$ cat src/sv/lzwc_pkg.sv
// ----------------------------------------------------------------------------
// LZW compressor package
// Shared sequencer state type and fixed constants.
// ----------------------------------------------------------------------------
package lzwc_pkg;

   // first code handed out to a learned string
   localparam int unsigned FIRST_LEARNED = 256;

   typedef enum logic [4:0] {
      S_IDLE = 5'b00001,
      S_HEAD = 5'b00010,
      S_NODE = 5'b00100,
      S_MISS = 5'b01000,
      S_FIN  = 5'b10000
   } state_type;

endpackage

$ cat src/sv/lzwc_fifo.sv
// ----------------------------------------------------------------------------
// LZW compressor two-entry queue
// Small register queue; decouples producer and consumer by one stall.
// ----------------------------------------------------------------------------
module lzwc_fifo #(
   parameter int WIDTH = 9
) (
   input  logic             clock,
   input  logic             reset,
   input  logic             push,
   input  logic [WIDTH-1:0] push_data,
   output logic             full,
   input  logic             pop,
   output logic [WIDTH-1:0] pop_data,
   output logic             not_empty
);
   import lzwc_pkg::*;

   logic [WIDTH-1:0] entry_ff [2];
   logic             wr_ptr_ff, wr_ptr_in;
   logic             rd_ptr_ff, rd_ptr_in;
   logic [1:0]       count_ff, count_in;
   logic             do_push, do_pop;

   assign full      = (count_ff == 2'd2);
   assign not_empty = (count_ff != 2'd0);
   assign do_push   = push && !full;
   assign do_pop    = pop && not_empty;
   assign pop_data  = entry_ff[rd_ptr_ff];

   always_comb begin
      wr_ptr_in = wr_ptr_ff ^ do_push;
      rd_ptr_in = rd_ptr_ff ^ do_pop;
      count_in  = count_ff + {1'b0, do_push} - {1'b0, do_pop};
   end

   always_ff @(posedge clock) begin
      if (reset) begin
         wr_ptr_ff <= 1'b0;
         rd_ptr_ff <= 1'b0;
         count_ff  <= 2'd0;
      end else begin
         wr_ptr_ff <= wr_ptr_in;
         rd_ptr_ff <= rd_ptr_in;
         count_ff  <= count_in;
      end
   end

   always_ff @(posedge clock) begin
      if (do_push) begin
         entry_ff[wr_ptr_ff] <= push_data;
      end
   end

endmodule

$ cat config.mk
export PLATFORM = sky130hd
export DESIGN_NAME = lzwc_fifo
export DESIGN_NICKNAME = d
export VERILOG_FILES = /design/src/sv/lzwc_pkg.sv /design/src/sv/lzwc_fifo.sv
export SDC_FILE = /design/constraint.sdc
export NUM_CORES = 1
export LEC_CHECK = 0
export BUFFER_PORTS_ARGS = -buffer_cell sky130_fd_sc_hd__buf_2
export CAP_MARGIN = 20
export CELL_PAD_IN_SITES_DETAIL_PLACEMENT = 2
export CELL_PAD_IN_SITES_GLOBAL_PLACEMENT = 2
export CORE_AREA = 2 2 52 54
export DETAILED_ROUTE_END_ITERATION = 16
export DIE_AREA = 0 0 54 56
export PLACE_DENSITY_LB_ADDON = 0.1
export SLEW_MARGIN = 20
export SYNTH_ARGS = -nofsm -noshare
export SYNTH_HDL_FRONTEND = slang
export SYNTH_SLANG_ARGS = --single-unit
$ cat constraint.sdc
create_clock -name clock -period 3 [get_ports clock]
set_input_delay 0.3 -clock clock [delete_from_list [all_inputs] [get_ports clock]]
set_output_delay 0.3 -clock clock [all_outputs]
set_load 0.02 [all_outputs]
==> results.json <==
{
  "first_global_vias": 444,
  "ys_top_cells_by_area": "edfxtp_1, mux2_2, dfxtp_1",
  "start_kind": "register",
  "hp-class": "primary input to register",
  "drt-wirelength-per-cell_um": 13.5,
  "coreArea_sq_um": 2430,
  "rsz0062_at_grt": "false",
  "fp-row-count": 18,
  "worst_slew_pin_slew_ns": 0.461,
  "critical_path_buf_inv_count": 1,
  "clkPwrFrac": 0.150,
  "via_per_inst": 4.53,
  "track_usage": 0.102,
  "gp_congestion": 0.648,
  "synth_area_per_cell_sq_um": 17.2,
  "clk_pin_slew_worst_paths_ns": 0.10,
  "max_stage_delay_ns": 0.62,
  "power_density_nw_per_um2": 789,
  "cp_cell_sequence": "mux2_2 -> buf_2",
  "port_buffers": 23,
  "grt_max_degree": 12,
  "drive_above_1_share": 0.487,
  "cts-resized-gates": 0,
  "dieArea_sq_um": 3020,
  "fin_crit_ns": 1.77,
  "ctsLongestPathBuffers": 2,
  "critPathTopFamily": "flip-flops",
  "first_pass_iters": 2,
  "synthDistinctLibCells": 14,
  "leakage_nw": 0.432,
  "cp-end-kind": "primary output",
  "p_int_uw": 570,
  "irDropWorstVdd_mv": 0.363,
  "ys_top_cells_by_count": "edfxtp_1, mux2_2, dfxtp_1, ha_1",
  "io_pins": 24,
  "n_antenna_cell": 0,
  "fp.dieH_um": 56,
  "synth-seq-cells": 22,
  "synth_most_common_cell": "edfxtp_1",
  "routed_wl_um": 1430,
  "fin_worst_skew_ns": 0.00471,
  "post_cts_buffers": 0,
  "syn-instance-count": 51,
  "max_freq_mhz": 566,
  "slew_headroom": 0.692,
  "critPathArrivalTime_ns": 1.47,
  "grt_pass1_wl_um": 2110,
  "seq_area_sq_um": 621,
  "synth_mux_area_frac": 0.128,
  "die_w_um": 54,
  "synthXorXnorAreaFrac": 0.0257,
  "period_share": 0.589,
  "crit_type": "register to primary output",
  "dpl.hpwl_um": 1100,
  "comb_power_share": 0.337,
  "sw_frac_of_total": 0.310,
  "via_count": 480,
  "final_core_util": 0.431,
  "cts_hold_buffers": 0,
  "drtAntennaViolNets": 0,
  "cts-root-buf": "clkbuf_4",
  "synth_top_cell_by_area": "edfxtp_1",
  "cp_max_fo": 11,
  "synth_top_area_share": 0.616,
  "gr-total-overflow": 0,
  "synthAdderAreaFrac": 0.0571,
  "setup_viol_count_final": 0,
  "multi_input_area_sq_um": 240,
  "maxSlewViolCount": 0,
  "ys.flop_type": "edfxtp_1",
  "cts_htree_levels": 1,
  "syn_to_final_growth_pct": 19.4,
  "synthSimpleGateAreaFrac": 0.0542,
  "maxCapViolCount": 0,
  "antenna_found_initial": 0,
  "drt-initial-drc-count": 4,
  "seq_power_share": 0.513,
  "worstPathRequired_ns": 2.70,
  "synth_top_family_by_area": "multiplexers",
  "clk-insertion-delay-late_ns": 0.29,
  "cts_buffers": 3,
  "cp_slowest_cell": "dfxtp_1",
  "synth.yosys.warnings": 0,
  "synth-async-reset-ratio": 0,
  "hold_violations": 0,
  "clkSinkCount": 22,
  "synth-seq-area-share": 0.708,
  "synth_compound_area_frac": 0.00856,
  "synth_edf_count": 18,
  "drc_errors": 0,
  "fin_setup_tns_ns": 0,
  "final_nets": 95,
  "switchingPower_uw": 256,
  "status": "finished, final reports clean",
  "initial_core_util": 0.361,
  "synth_area_sq_um": 877,
  "fillers": 254,
  "hold_ws_ns": 0.190,
  "syn-num-nets": 68,
  "cts_tree": "yes"
}
per-stage QoR:
step / std cells / setup WS (ns) / power, mW / instance area (sq um)
final: 106 / 1.23 / 0.827 / 1050
after global routing: 106 / 1.14 / 0.876 / 1050
after CTS: 106 / 1.19 / 0.843 / 1050
after detailed placement: 103 / 1.49 / 0.718 / 1020
after global placement: 103 / 1.52 / 0.710 / 1020
after floorplan: 51 / 1.64 / 0.630 / 877
metal layers:
layer	track usage	share of wire	up-vias
met5	0	0	-
met4	0.0429	0	0
met3	0.0323	0.058	0
met2	0.162	0.52	16
met1	0.123	0.42	228
li1	-	-	236
final timing paths:
check / from / to / slack, ns / depth (start not counted)
min reg2reg: wr_ptr_ff / wr_ptr_ff / 0.57 / 3
max: rd_ptr_ff / pop_data[5] / 1.23 / 2
max reg2reg: count_ff[1] / count_ff[1] / 1.49 / 7
min: push_data[5] / entry_ff[0][5] / 0.19 / 1
power groups by stage:
stage / Sequential, mW / Clock (mW) / Combinational [mW]
after floorplan: 0.411 / 0 / 0.219
after global placement: 0.430 / 0 / 0.280
after detailed placement: 0.434 / 0 / 0.284
after CTS: 0.427 / 0.131 / 0.286
after global routing: 0.432 / 0.138 / 0.306
final: 0.424 / 0.124 / 0.278
worst register-to-register path, cell delays in order, from the launching register on:
cell and delay, ns:
dfxtp_1 0.38, or2b_1 0.28, nand2_1 0.09, ha_1 0.22, inv_1 0.06, ha_1 0.14, xnor3_1 0.20, nor2_1 0.10
cells in the final DEF, fill, tap and decap left out:
cell type,Yosys,layout
buf_2,1,23
edfxtp_1,18,18
mux2_2,10,10
ha_1,4,4
dfxtp_1,4,4
inv_1,3,3
nor2_1,3,3
clkbuf_4,0,3
nor2b_1,2,2
or2_2,1,1
o21a_1,1,1
or2b_1,1,1
and2_1,1,1
nand2_1,1,1
xnor3_1,1,1
state kept, by name, indices dropped and copies added, names as in the netlist:
register	flops
count_ff	2
entry_ff	18
rd_ptr_ff	1
wr_ptr_ff	1
cells by family after synthesis:
logic type / count (synthesis)
flip-flops: 22
multiplexers: 10
AND/OR/NAND/NOR: 9
buffers and inverters: 4
adder cells (fa/ha/maj): 4
AO/OA/AOI/OAI: 1
XOR/XNOR: 1
final cells by class:
| class | count | area share |
|---|---|---|
| Clock buffer | 3 | 0.0215 |
| Inverter | 3 | 0.0108 |
| Multi-Input combinational cell | 25 | 0.229 |
| Sequential cell | 22 | 0.593 |
| Tap cell | 30 | 0.0358 |
| Timing Repair Buffer | 23 | 0.110 |
(Power assumes the default switching activity.)
